[config.mk]
export PLATFORM = sky130hd
export DESIGN_NAME = signal_pending_mask_controller_core
export DESIGN_NICKNAME = d
export VERILOG_FILES = /design/src/hw/rtl/spmc_pkg.sv /design/src/hw/rtl/spmc_in_stage.sv /design/src/hw/rtl/spmc_exec.sv /design/src/hw/rtl/spmc_out_stage.sv /design/src/hw/rtl/signal_pending_mask_controller_core.sv
export SDC_FILE = /design/constraint.sdc
export NUM_CORES = 1
export LEC_CHECK = 0
export BUFFER_PORTS_ARGS = -buffer_cell sky130_fd_sc_hd__buf_2
export CAP_MARGIN = 20
export CORE_AREA = 2 2 147 149
export CTS_BUF_LIST = sky130_fd_sc_hd__clkbuf_16
export CTS_CLUSTER_SIZE = 40
export DETAILED_ROUTE_END_ITERATION = 10
export DIE_AREA = 0 0 149 151
export PLACE_DENSITY = 0.79
export RECOVER_POWER = 25
export SETUP_SLACK_MARGIN = 0.3
export SYNTH_ARGS = -nofsm -noshare
export SYNTH_HDL_FRONTEND = slang
export SYNTH_SLANG_ARGS = --single-unit
[constraint.sdc]
create_clock -name i_clk -period 4.5 [get_ports i_clk]
set_input_delay 0 -clock i_clk [delete_from_list [all_inputs] [get_ports i_clk]]
set_output_delay 0 -clock i_clk [all_outputs]
set_load 0.005 [all_outputs]
[src/hw/rtl/spmc_pkg.sv]
`default_nettype none

package spmc_pkg;

    // Number of signal slots; usable signal numbers are 1 to NUM_SIGNALS-1.
    localparam int NUM_SIGNALS = 32;

    localparam int SIG_KILL_NO = 9;
    localparam int SIG_STOP_NO = 19;

    // Signals that can never be blocked or taken.
    localparam logic [31:0] FIXED_BITS = (32'd1 << SIG_KILL_NO) | (32'd1 << SIG_STOP_NO);
    // Bits that stand for usable signal numbers.
    localparam logic [31:0] VALID_BITS = 32'((64'd1 << NUM_SIGNALS) - 64'd2);

    localparam logic [31:0] ALLOWED_MASK_RESET = 32'hFFFF_FFFE;

    // Command codes.
    localparam logic [2:0] CMD_SEND       = 3'd0;
    localparam logic [2:0] CMD_DEQUEUE    = 3'd1;
    localparam logic [2:0] CMD_TAKE       = 3'd2;
    localparam logic [2:0] CMD_MODIFY     = 3'd3;
    localparam logic [2:0] CMD_ARM_WAIT   = 3'd4;
    localparam logic [2:0] CMD_CLEAR_ALL  = 3'd5;
    localparam logic [2:0] CMD_CLEAR_KEEP = 3'd6;

    // Mask operation codes.
    localparam logic [1:0] MOP_BLOCK   = 2'd0;
    localparam logic [1:0] MOP_UNBLOCK = 2'd1;
    localparam logic [1:0] MOP_SET     = 2'd2;

    // Status codes.
    localparam logic STATUS_OK      = 1'b0;
    localparam logic STATUS_INVALID = 1'b1;

    typedef struct packed {
        logic [2:0]  cmd;
        logic [5:0]  signal_number;
        logic [31:0] mask_value;
        logic [1:0]  mask_op;
        logic        consume_flag;
        logic        task_sleeping;
    } t_in_item;

    typedef struct packed {
        logic        status;
        logic [5:0]  picked_signal;
        logic [31:0] previous_mask;
        logic        wake_request;
        logic        any_pending;
        logic        any_deliverable;
        logic        wait_done;
        logic [5:0]  wait_signal;
    } t_out_item;

    // Index of the lowest set bit above bit zero; zero when there is none.
    function automatic logic [5:0] lowest_signal(input logic [31:0] cand);
        logic [5:0] res;
        res = 6'd0;
        for (int i = 31; i >= 1; i--) begin
            if (cand[i]) begin
                res = 6'(i);
            end
        end
        return res;
    endfunction

endpackage

`default_nettype wire

[src/hw/rtl/spmc_in_stage.sv]
`default_nettype none

module spmc_in_stage (
    input  wire logic              i_clk,
    input  wire logic              i_rst_n,
    input  wire logic              i_valid,
    output logic                   o_stall,
    input  wire spmc_pkg::t_in_item i_item,
    input  wire logic              i_take,
    output logic                   o_valid,
    output spmc_pkg::t_in_item     o_item
);
    import spmc_pkg::*;

    logic     r_valid;
    t_in_item r_item;

    // The register can load whenever it is empty or its item leaves this cycle.
    assign o_stall = r_valid && !i_take;

    always_ff @(posedge i_clk) begin
        if (!i_rst_n) begin
            r_valid <= 1'b0;
        end else if (!o_stall) begin
            r_valid <= i_valid;
        end
    end

    // Payload captures on every transfer.
    always_ff @(posedge i_clk) begin
        if (!o_stall && i_valid) begin
            r_item <= i_item;
        end
    end

    assign o_valid = r_valid;
    assign o_item  = r_item;

endmodule

`default_nettype wire

[src/hw/rtl/spmc_exec.sv]
`default_nettype none

module spmc_exec (
    input  wire logic               i_clk,
    input  wire logic               i_rst_n,
    input  wire logic               i_cfg_we,
    input  wire logic [31:0]        i_cfg_wdata,
    input  wire logic               i_fire,
    input  wire spmc_pkg::t_in_item i_item,
    output spmc_pkg::t_out_item     o_result
);
    import spmc_pkg::*;

    logic [31:0] r_allowed_mask;
    logic [31:0] r_pending;
    logic [31:0] r_blocked;
    logic        r_wait_armed;
    logic [31:0] r_wait_set;
    logic        r_wait_consumes;
    logic        r_wait_ready;
    logic [5:0]  r_wait_signal;

    logic [31:0] n_pending;
    logic [31:0] n_blocked;
    logic        n_wait_armed;
    logic [31:0] n_wait_set;
    logic        n_wait_consumes;
    logic        n_wait_ready;
    logic [5:0]  n_wait_signal;

    logic        sig_ok;
    logic [31:0] sig_bit;
    logic [31:0] cand;
    logic [31:0] cand_low;
    logic [31:0] mod_mask;
    t_out_item   res;

    // Single-bit mask of the sent signal, zero when the number is unusable.
    assign sig_ok  = (i_item.signal_number != 6'd0)
                   && (32'(i_item.signal_number) < 32'(NUM_SIGNALS));
    assign sig_bit = sig_ok ? (32'd1 << i_item.signal_number[4:0]) : 32'd0;

    // Candidates for dequeue or take, and their lowest member as a one-hot mask.
    always_comb begin
        if (i_item.cmd == CMD_TAKE) begin
            cand = r_pending & i_item.mask_value & r_allowed_mask & ~FIXED_BITS & VALID_BITS;
        end else begin
            cand = r_pending & ~r_blocked & VALID_BITS;
        end
    end
    assign cand_low = cand & (~cand + 32'd1);
    assign mod_mask = i_item.mask_value & r_allowed_mask;

    // Next state and result of the current command.
    always_comb begin
        n_pending       = r_pending;
        n_blocked       = r_blocked;
        n_wait_armed    = r_wait_armed;
        n_wait_set      = r_wait_set;
        n_wait_consumes = r_wait_consumes;
        n_wait_ready    = r_wait_ready;
        n_wait_signal   = r_wait_signal;
        res             = '0;
        res.status      = STATUS_OK;

        case (i_item.cmd)
            CMD_SEND: begin
                if (!sig_ok) begin
                    res.status = STATUS_INVALID;
                end else if ((sig_bit & FIXED_BITS) != 32'd0) begin
                    n_pending        = r_pending | sig_bit;
                    res.wake_request = ((r_blocked & sig_bit) == 32'd0) && i_item.task_sleeping;
                end else if (r_wait_armed && ((r_wait_set & sig_bit) != 32'd0)) begin
                    n_wait_armed  = 1'b0;
                    n_wait_ready  = 1'b1;
                    n_wait_signal = i_item.signal_number;
                    if (!r_wait_consumes) begin
                        n_pending = r_pending | sig_bit;
                    end
                    res.wake_request = i_item.task_sleeping;
                end else begin
                    n_pending        = r_pending | sig_bit;
                    res.wake_request = ((r_blocked & sig_bit) == 32'd0) && i_item.task_sleeping;
                end
            end
            CMD_DEQUEUE, CMD_TAKE: begin
                res.picked_signal = lowest_signal(cand);
                n_pending         = r_pending & ~cand_low;
            end
            CMD_MODIFY: begin
                res.previous_mask = r_blocked;
                case (i_item.mask_op)
                    MOP_BLOCK:   n_blocked = (r_blocked | mod_mask) & ~FIXED_BITS;
                    MOP_UNBLOCK: n_blocked = (r_blocked & ~mod_mask) & ~FIXED_BITS;
                    MOP_SET:     n_blocked = mod_mask & ~FIXED_BITS;
                    default:     res.status = STATUS_INVALID;
                endcase
            end
            CMD_ARM_WAIT: begin
                n_wait_armed    = 1'b1;
                n_wait_set      = mod_mask;
                n_wait_consumes = i_item.consume_flag;
                n_wait_ready    = 1'b0;
                n_wait_signal   = 6'd0;
            end
            CMD_CLEAR_ALL, CMD_CLEAR_KEEP: begin
                n_pending       = 32'd0;
                n_blocked       = (i_item.cmd == CMD_CLEAR_ALL) ? 32'd0 : (r_blocked & ~FIXED_BITS);
                n_wait_armed    = 1'b0;
                n_wait_set      = 32'd0;
                n_wait_consumes = 1'b0;
                n_wait_ready    = 1'b0;
                n_wait_signal   = 6'd0;
            end
            default: begin
                res.status = STATUS_OK;
            end
        endcase

        // Summary flags reflect the state after the command.
        res.any_pending     = (n_pending != 32'd0);
        res.any_deliverable = ((n_pending & ~n_blocked & VALID_BITS) != 32'd0);
        res.wait_done       = n_wait_ready;
        res.wait_signal     = n_wait_signal;
    end

    assign o_result = res;

    // Configuration register.
    always_ff @(posedge i_clk) begin
        if (!i_rst_n) begin
            r_allowed_mask <= ALLOWED_MASK_RESET;
        end else if (i_cfg_we) begin
            r_allowed_mask <= i_cfg_wdata;
        end
    end

    // Controller state advances once per executed item.
    always_ff @(posedge i_clk) begin
        if (!i_rst_n) begin
            r_pending       <= 32'd0;
            r_blocked       <= 32'd0;
            r_wait_armed    <= 1'b0;
            r_wait_set      <= 32'd0;
            r_wait_consumes <= 1'b0;
            r_wait_ready    <= 1'b0;
            r_wait_signal   <= 6'd0;
        end else if (i_fire) begin
            r_pending       <= n_pending;
            r_blocked       <= n_blocked;
            r_wait_armed    <= n_wait_armed;
            r_wait_set      <= n_wait_set;
            r_wait_consumes <= n_wait_consumes;
            r_wait_ready    <= n_wait_ready;
            r_wait_signal   <= n_wait_signal;
        end
    end

endmodule

`default_nettype wire

[src/hw/rtl/spmc_out_stage.sv]
`default_nettype none

module spmc_out_stage (
    input  wire logic                i_clk,
    input  wire logic                i_rst_n,
    input  wire logic                i_load,
    input  wire spmc_pkg::t_out_item i_result,
    output logic                     o_can_load,
    output logic                     o_valid,
    input  wire logic                i_stall,
    output spmc_pkg::t_out_item      o_item
);
    import spmc_pkg::*;

    logic      r_valid;
    t_out_item r_item;

    // A new result may enter when the register is empty or being drained.
    assign o_can_load = !r_valid || !i_stall;

    always_ff @(posedge i_clk) begin
        if (!i_rst_n) begin
            r_valid <= 1'b0;
        end else if (o_can_load) begin
            r_valid <= i_load;
        end
    end

    always_ff @(posedge i_clk) begin
        if (o_can_load && i_load) begin
            r_item <= i_result;
        end
    end

    assign o_valid = r_valid;
    assign o_item  = r_item;

endmodule

`default_nettype wire

[src/hw/rtl/signal_pending_mask_controller_core.sv]
// Pending/blocked signal controller for one task.
// Input channel: i_in_valid, o_in_stall, i_in_item (command, signal number,
// mask value, mask operation, consume flag, sleeping flag). A transfer happens
// at a rising edge with valid high and stall low.
// Output channel: o_out_valid, i_out_stall, o_out_item. Every command gives
// exactly one result, in command order.
// The item is captured in an input register, then the command executes against
// the state registers and its result is written to the output register, from
// where it is offered until transferred.
// Throughput is one item per cycle while i_out_stall is low, set by the single
// execute step that reads and updates the pending, blocked and wait registers.
// When the receiver stalls, the output register holds its result, the input
// register fills, and o_in_stall rises once both are occupied.
// i_cfg_we with i_cfg_wdata writes the allowed mask; write it only
// while no items are in flight.
// Synchronous reset (i_rst_n low) empties both registers, clears all
// controller state and sets the allowed mask to all signals above zero.
`default_nettype none

module signal_pending_mask_controller_core (
    input  wire logic               i_clk,
    input  wire logic               i_rst_n,
    input  wire logic               i_cfg_we,
    input  wire logic [31:0]        i_cfg_wdata,
    input  wire logic               i_in_valid,
    output logic                    o_in_stall,
    input  wire spmc_pkg::t_in_item i_in_item,
    output logic                    o_out_valid,
    input  wire logic               i_out_stall,
    output spmc_pkg::t_out_item     o_out_item
);
    import spmc_pkg::*;

    logic      stg_valid;
    t_in_item  stg_item;
    logic      out_can_load;
    logic      fire;
    t_out_item exec_result;

    // An item executes when it is present and the result register can take it.
    assign fire = stg_valid && out_can_load;

    spmc_in_stage u_in_stage (
        .i_clk   (i_clk),
        .i_rst_n (i_rst_n),
        .i_valid (i_in_valid),
        .o_stall (o_in_stall),
        .i_item  (i_in_item),
        .i_take  (out_can_load),
        .o_valid (stg_valid),
        .o_item  (stg_item)
    );

    spmc_exec u_exec (
        .i_clk       (i_clk),
        .i_rst_n     (i_rst_n),
        .i_cfg_we    (i_cfg_we),
        .i_cfg_wdata (i_cfg_wdata),
        .i_fire      (fire),
        .i_item      (stg_item),
        .o_result    (exec_result)
    );

    spmc_out_stage u_out_stage (
        .i_clk      (i_clk),
        .i_rst_n    (i_rst_n),
        .i_load     (stg_valid),
        .i_result   (exec_result),
        .o_can_load (out_can_load),
        .o_valid    (o_out_valid),
        .i_stall    (i_out_stall),
        .o_item     (o_out_item)
    );

endmodule

`default_nettype wire
Word-level counts from Yosys, hierarchy flattened
Index checks and enable logic that the tools add are counted.
Storage, ports and cells
  input bits: 82
  register bits after elaboration: 233
Operators by class
  multiplexer cells: 60
  $add $sub $neg: 1
  shift operators: 1
  bitwise logic cells: 18
  reductions and logical operators: 33
  $lt $le $gt $ge: 1
  equality and inequality tests: 11
Operators by type and width (count)
  $and 32x32->32: 10
  $mux 32: 7
  $pmux 32 s3: 2
  $not 32->32: 5
  $pmux 32 s2: 2
  $reduce_bool 32->1: 4
  $mux 5: 16
  $or 32x32->32: 2
  $add 32x1->32 const B: 1
  $logic_not 32->1: 1
  $mux 4: 8
  $shl 1x5->32 const A: 1
  $reduce_or 31->1: 1
  $mux 6: 3
  $reduce_or 16->1: 1
  $mux 3: 4
  $pmux 6 s2: 1
  $mux 1: 11
  $eq 3x3->1 const B: 3
  $reduce_or 8->1: 1
  $eq 3x2->1 const B: 2
  $logic_and 1x1->1: 6
  $lt 6x6->1 const B: 1
  $pmux 1 s2: 3
  other kinds (20): 29

Logic depth before layout (Yosys ltp)
Gate-level depths: netlist (run 1).
  depth after elaboration: 34
  depth in mapped cells: 14

Hierarchy
Synthesis (run 1) repeated with hierarchy kept, for this count alone.
Second synthesis, totals
  cells, all modules: 1392
  area total of the unflattened synthesis: 12381.9 µm²
Modules (own cells, without submodules)
  spmc_exec: sequential area each 2722.6 µm², times used 1, cells an instance 1288, area an instance 9464.1 µm²
  spmc_out_stage: sequential area each 1491.4 µm², times used 1, cells an instance 54, area an instance 1512.7 µm²
  spmc_in_stage: sequential area each 1371.3 µm², times used 1, cells an instance 49, area an instance 1398.8 µm²
  signal_pending_mask_controller_core: sequential area each 0.0 µm², times used 1, cells an instance 1, area an instance 6.3 µm²

Worst setup path after synthesis (run 1)
No wires, ideal clock.
  path kind: register -> register
  from: register u_in_stage.r_item, in the netlist u_in_stage.o_item[44]
  to: register u_out_stage.r_item, in the netlist u_out_stage.o_item[8] (data pin)
  stages on the path, launching flop included: 12
  setup time: 0.270 ns
  slack: 0.951 ns
  required time: 4.230 ns
  arrival: 3.279 ns
  cell sequence: edfxtp_1 > or3b_1 > buf_4 > mux2_4 > nor4_4 > and4_4 > a41oi_4 > a2111oi_2 > nand3_1 > or4_1 > nor4_1 > nand4b_1
RTL lines
  start: declaration: RTL line spmc_in_stage.sv:16  | t_in_item r_item;
  start signal: assignment: RTL line spmc_in_stage.sv:32  | r_item <= i_item;
  end signal: assignment: RTL line spmc_out_stage.sv:31  | r_item <= i_result;
  end: declaration: RTL line spmc_out_stage.sv:16  | t_out_item r_item;

==> metrics.cfg, run 1 <==
[outcome]
status=finished, violations left
violations=max-capacitance violations, max-slew violations

[yosys]
synthTopCellsByCount=nor2_1, nand2_1, dfxtp_1
syn_nets=1443
synth_flop_cell=dfxtp_1
synth_seq_cells=231
synth_edf_count=93
synthAdderAreaFrac_pct=0
synthMuxAreaShare_pct=6.34
synth_cell_types=84
synth_top_family_by_area=simple AND/OR/NAND/NOR gates
syn-cell-area_mm2=0.0122
synth_most_common_cell=nor2_1
yosysTopAreaCell=edfxtp_1
synth_compound_area_share_pct=21.3
yosysWarnings=0
syn_area_per_cell_um2=8.96
synth-xor-area-share_pct=0.215
synth_cells=1361
synthTopCellsByArea=edfxtp_1, dfxtp_1, nor2_1
yosys.area_share.simple_pct=22.9
ys_seq_area_share_pct=45.6
async_reset_ff_share_pct=0
yosys.area.top_type_share_pct=22.9

[die]
die_w_um=149
fp.dieArea_mm2=0.0225
rows=53
core_mm2=0.0208
ios=133
start_util_pct=58.6
die_h_um=151

[cells_and_area]
n_antenna_cell=0
nets=1632
area_growth_pct=21.7
layout-drive-gt1-share_pct=15.0

[detailed_routing]
wl_per_cell_um=28.7
viasPerCell=7.09
wl_um=52900
antenna_left=0
drt_first_iter_violations=2242
num_vias=13072
drc=0
dr.pass1.iters=6

[global_routing]
antenna_found_initial=0
grt_start_max_net_pins=90
grt-busiest-layer=met2
grt_pass1_vias=12434
grtUsageMet3_pct=15.2
overflow=0
met1_usage_pct=61.8
grt_util_met2_pct=68.6
grt_pass1_wl_um=77800
grt_use_total_pct=46.3

[sta]
grt_setup_unrepaired=true
maxSlewHeadroom_pct=-70.3
finalCriticalPeriod_ns=4.14
fmax_mhz=242
finalSetupViolations=0
report.final.slew_viol_count=33
worstMarginPinSlew_ns=2.55
fin_skew_ns=0.0249
period_share_pct=92.0
worst_slack_ns=0.360
hold_violations=0
tns_ns=0

[power]
p_leak_nw=5.63
max-vdd-ir-drop_uv=500
intPower_mw=3.77
power.share.switching_pct=29.4
power.share.combinational_pct=14.9
p_per_area_mw_per_mm2=360
clkPwrFrac_pct=39.7
pwr-share-seq_pct=45.4
switching_power_mw=1.57

[placed_design]
gp_congestion=1.11
io_buffers=131
dpl.hpwl_um=34600
pre_cts_slack_ns=0.430

[clock_tree]
cts_root_buf=clkbuf_16
path_clk_slew_ns=0.07
clockBufferDepth=3
clkLatencyLatePin_ns=0.56
cts_buffers=25
cts_tree=done
clkSinkCount=231
post_cts_buffers=0
cts_max_level=1

[worst_setup_path]
crit_fanout=43
timing.rr.start=u_in_stage.o_item[44]
worstPathCellList=or3b_1, buf_12, mux2_4, nor4_4, and4_4, a41oi_4, a2111oi_2, nand3_1, or4_1, nor4_1, nand4b_1
crit_end=u_out_stage.o_item[8]
worstSetupPathType=reg2reg
end_kind=flop
startpoint_type=flop
critPathLaunch=u_in_stage.o_item[44]
cp_slowest_cell=or4_1
r2r.worst_path.cells=11
cpPeakStageDelay_ns=0.53
reg2reg_to=u_out_stage.o_item[8]
worstPathArrival_ns=4.43
rrSetupSlack_ns=0.36
critPathRequiredTime_ns=4.79

[min_path]
hold_class=in2reg
min_path_cells=2

[flow_run]
maxCapViolCount=1

-- sequential cells by signal, indices dropped and copies added (netlist names), 6 cells and up, named ones only --
name and cells:
u_out_stage.o_item 48, u_in_stage.o_item 45, u_exec.r_allowed_mask 32, u_exec.r_pending 32, u_exec.r_blocked 31, u_exec.r_wait_set 31, u_exec.r_wait_signal 6
-- critical path: cells and delay by family (launching register included) --
family	cells	cell delay, ns
AO/OA/AOI/OAI	2	0.49
buffers and inverters	1	0.22
flip-flops	1	0.40
multiplexers	1	0.37
AND/OR/NAND/NOR	7	2.42
-- layer usage --
metal / share of wire, % / up-vias / wire [um]
met2: 42 / 1251 / 22200
met1: 36 / 6073 / 19200
met5: 0 / - / 0
met3: 16 / 278 / 8380
met4: 6.1 / 0 / 3210
li1: - / 5470 / -
-- power groups by stage --
stage | Sequential [mW] | Clock (mW) | Combinational, mW
after floorplan | 2.39 | 0 | 0.437
after global placement | 2.44 | 0 | 0.670
after detailed placement | 2.44 | 0 | 0.676
after CTS | 2.40 | 2.09 | 0.739
after global routing | 2.42 | 2.18 | 0.832
final | 2.42 | 2.12 | 0.794
-- cells in the final DEF, fill, tap and decap left out, types with 6 or more instances in the layout --
cell type,instances
a211oi_1,35
a21oi_1,78
a221oi_1,6
a22o_1,10
a22oi_1,11
a31oi_1,16
a32o_1,7
a32oi_1,51
and2_1,43
and3_1,22
buf_2,108
buf_4,46
clkbuf_1,21
clkbuf_16,25
dfxtp_1,138
dlygate4sd3_1,80
edfxtp_1,93
inv_1,20
mux2_2,16
mux2i_1,54
nand2_1,147
nand2b_1,30
nand3_1,39
nand3b_1,8
nand4_1,8
nor2_1,161
nor2b_1,13
nor3_1,38
nor4_1,12
o211ai_1,12
o21a_1,6
o21ai_0,74
o31ai_1,6
or3_1,6
-- worst min-delay path by stage --
stage / slack (ns) / from / endpoint
6_report: 0.13 / i_rst_n / u_exec.r_allowed_mask[5]
3_3_place_gp: 0.18 / i_in_item[13] / u_in_stage.o_item[13]
2_1_floorplan: 0.1 / i_in_item[0] / u_in_stage.o_item[0]
5_1_grt: 0.12 / i_rst_n / u_exec.r_allowed_mask[14]
4_1_cts: 0.10 / i_rst_n / u_exec.r_allowed_mask[4]
3_5_place_dp: 0.18 / i_in_item[5] / u_in_stage.o_item[5]
-- cells by family (layout without fill, tap and decap cells) --
kind of cell / count (synthesis) / count (layout)
AND/OR/NAND/NOR: 566 / 566
AO/OA/AOI/OAI: 373 / 373
flip-flops: 231 / 231
buffers and inverters: 114 / 322
multiplexers: 73 / 73
XOR/XNOR: 3 / 3
other: 1 / 1
-- layout make-up --
class,count,area (um2)
inverters,17,66.3
multi-input cells,1016,6220
fillers,1480,5990
flip-flops and latches,231,5560
clock buffers,25,626
clock inverters,21,194
repair buffers,259,1820
well taps,275,344
-- what timing repair did --
item                       in CTS  in global routing
setup endpoints to repair       0                  2
resized for setup               0                  5
hold buffers                   80                  0
hold endpoints to repair       79                  0
-- through the flow --
step           instance area, um2  instances  power (mW)  hold slack (ns)  util (%)
4_1_cts                     14800       1843        5.23            0.100      71.1
6_report                    14800       1844        5.34            0.132      71.2
3_5_place_dp                13200       1717        3.12            0.178      63.3
2_1_floorplan               12200       1361        2.82           0.0989         -
5_1_grt                     14800       1844        5.44            0.125      71.2
3_3_place_gp                13200       1717        3.11            0.177      63.3
Power figures use the tool's default switching activity.
==> run 2, diff against run 1 <==
MAX_ROUTING_LAYER = met4   (was not set)
==> run 2 against run 1 <==
Compared with the run above:
- the run still ends with max-capacitance violations, max-slew violations left
- clock skew decreased by 0.0024 ns
- worst setup slack improved by 0.016 ns
- final cell count up 0.70%
- sequential cell count is the same
- non-clock buffer count rose by 15
- global-route usage increased by 0.51 points
- register-to-register slack better by 0.02 ns
- fmax is 0.38% higher
- clock power decreased by 3%
- critical path type unchanged
- critical endpoint unchanged
==> metrics.cfg, run 2 (synthesis results as in run 1) <==
[clock_tree]
clkLatencyLatePin_ns=0.56  ; about the same
cts_root_buf=clkbuf_16  ; unchanged
cts_tree=done  ; unchanged
clkSinkCount=231  ; unchanged
clockBufferDepth=3  ; unchanged
path_clk_slew_ns=0.07  ; about the same
cts_buffers=24  ; was 25
cts_max_level=1  ; unchanged

[detailed_routing]
drt_first_iter_violations=2480  ; was 2,242
antenna_left=0  ; unchanged
wl_um=52100  ; was 52,900 um
dr.pass1.iters=7  ; was 6
num_vias=13077  ; was 13,072
drc=0  ; unchanged
wl_per_cell_um=28.1  ; was 28.7 um
viasPerCell=7.04  ; was 7.09

[cells_and_area]
largest_reg_flops=48  ; unchanged
layout_common_cells=nor2_1, nand2_1, dfxtp_1, buf_2, edfxtp_1  ; unchanged
layout_commonest_cell=nor2_1  ; unchanged
area_growth_pct=22.2  ; was 21.7%
final_util_pct=71.6  ; was 71.2%
nets=1646  ; was 1,632
nFillCells=1535  ; was 1,480
stdcell_area_mm2=0.0149  ; was 0.0148 mm2
layout-drive-gt1-share_pct=16.1  ; was 15.0%
n_antenna_cell=0  ; unchanged

[global_routing]
grt_start_max_net_pins=61  ; was 90
grt_pass1_wl_um=76400  ; was 77,800 um
grt_use_total_pct=46.9  ; was 46.3%
antenna_found_initial=0  ; unchanged
grt_pass1_vias=12384  ; was 12,434
overflow=0  ; unchanged

[sta]
fin_skew_ns=0.0225  ; was 0.0249 ns
finalSetupViolations=0  ; unchanged
period_share_pct=91.7  ; was 92.0%
worstMarginPinSlew_ns=2.57  ; was 2.55 ns
finalCriticalPeriod_ns=4.12  ; was 4.14 ns
report.final.slew_viol_count=33  ; unchanged
grt_setup_unrepaired=true  ; unchanged
maxSlewHeadroom_pct=-71.6  ; was -70.3%
tns_ns=0  ; unchanged
hold_violations=0  ; unchanged
fmax_mhz=242  ; about the same

[worst_setup_path]
rrSetupSlack_ns=0.38  ; was 0.36 ns
startpoint_type=flop  ; unchanged
critPathRequiredTime_ns=4.78  ; was 4.79 ns
worstPathArrival_ns=4.40  ; was 4.43 ns
end_kind=flop  ; unchanged
crit_fanout=43  ; unchanged
worstSetupPathType=reg2reg  ; unchanged

[power]
power.share.combinational_pct=15.2  ; was 14.9%
power.share.switching_pct=29.3  ; was 29.4%
intPower_mw=3.73  ; was 3.77 mW
p_per_area_mw_per_mm2=354  ; was 360 mW/mm2
clkPwrFrac_pct=39.0  ; was 39.7%
pwr-share-seq_pct=45.8  ; was 45.4%
p_leak_nw=5.71  ; was 5.63 nW
max-vdd-ir-drop_uv=405  ; was 500 uV
switching_power_mw=1.55  ; was 1.57 mW

[die]
die_w_um=149  ; unchanged
ios=133  ; unchanged
start_util_pct=58.6  ; unchanged
die_h_um=151  ; unchanged
core_mm2=0.0208  ; unchanged
fp.dieArea_mm2=0.0225  ; unchanged
rows=53  ; unchanged

[outcome]
status=finished, violations left  ; unchanged
violations=max-capacitance violations, max-slew violations  ; unchanged

[min_path]
hold_class=in2reg  ; unchanged

[placed_design]
gp_congestion=1.14  ; was 1.11
io_buffers=131  ; unchanged
dpl.hpwl_um=35300  ; was 34,600 um
post_dp_cell_area_mm2=0.0133  ; was 0.0132 mm2

[flow_run]
maxCapViolCount=1  ; unchanged

-- run 2: cell types whose count changed in the layout (fill, tap and decap cells not counted), sizes merged --
cell / change
clkinvlp: -1
buf: +23
clkbuf: -8
dlygate4sd3: -1
clkinv: -1
inv: +1
-- run 2: critical path: stages, from the launching register on --
cell      delay (ns)
edfxtp_1        0.38
or3b_1          0.43
buf_12          0.20
mux2_4          0.37
nor4_4          0.41
nand4_2         0.35
nor2_1          0.36
nand3_1         0.12
o211a_1         0.16
or4_1           0.57
nor4_1          0.36
nand4b_1        0.13
-- run 2: path summary, 6_finish.rpt --
check | from | to | cells past startpoint
hold reg to reg | u_exec.r_pending[0] | u_exec.r_pending[0] | 2
hold / removal | i_rst_n | u_exec.r_allowed_mask[1] | 2
setup reg to reg | u_in_stage.o_item[44] | u_out_stage.o_item[8] | 11
setup / recovery | u_in_stage.o_item[44] | u_out_stage.o_item[8] | 11
-- run 2: power by group through the flow --
stage | combinational, mW | clock [mW] | sequential, mW
after floorplan | 0.437 | 0 | 2.39
after global placement | 0.683 | 0 | 2.44
after detailed placement | 0.693 | 0 | 2.44
after CTS | 0.750 | 2.03 | 2.40
after global routing | 0.841 | 2.12 | 2.41
final | 0.803 | 2.06 | 2.42
-- run 2: area by class of cell --
class	instances	area, um2	share of cell area (%)
inverter	17	66.3	0.445
timing repair buffer	274	1920	12.9
clock buffer	24	601	4.03
multi-input combinational	1016	6220	41.7
clock inverter	20	201	1.35
sequential	231	5560	37.3
tap	275	344	2.31
-- run 2: routing by layer --
layer	wire [um]	GRT usage (%)
met3	7820	13.3
met4	3200	21.7
met2	21600	67.0
met1	19500	61.7
met5	0	-
-- run 2: repair_timing --
action,in CTS,in global routing
hold endpoints to repair,79,0
hold buffers,79,0
resized for setup,0,4
endpoints found under the setup margin,0,2
setup buffers,0,4
-- run 2: through the flow --
stage          instances  hold WS [ns]  power [mW]  setup WS [ns]
6_report            1857         0.112        5.28          0.375
5_1_grt             1857         0.141        5.38          0.199
4_1_cts             1853        0.0898        5.18          0.411
3_5_place_dp        1730         0.178        3.14          0.400
3_3_place_gp        1730         0.177        3.12          0.479
2_1_floorplan       1361        0.0989        2.82          0.951
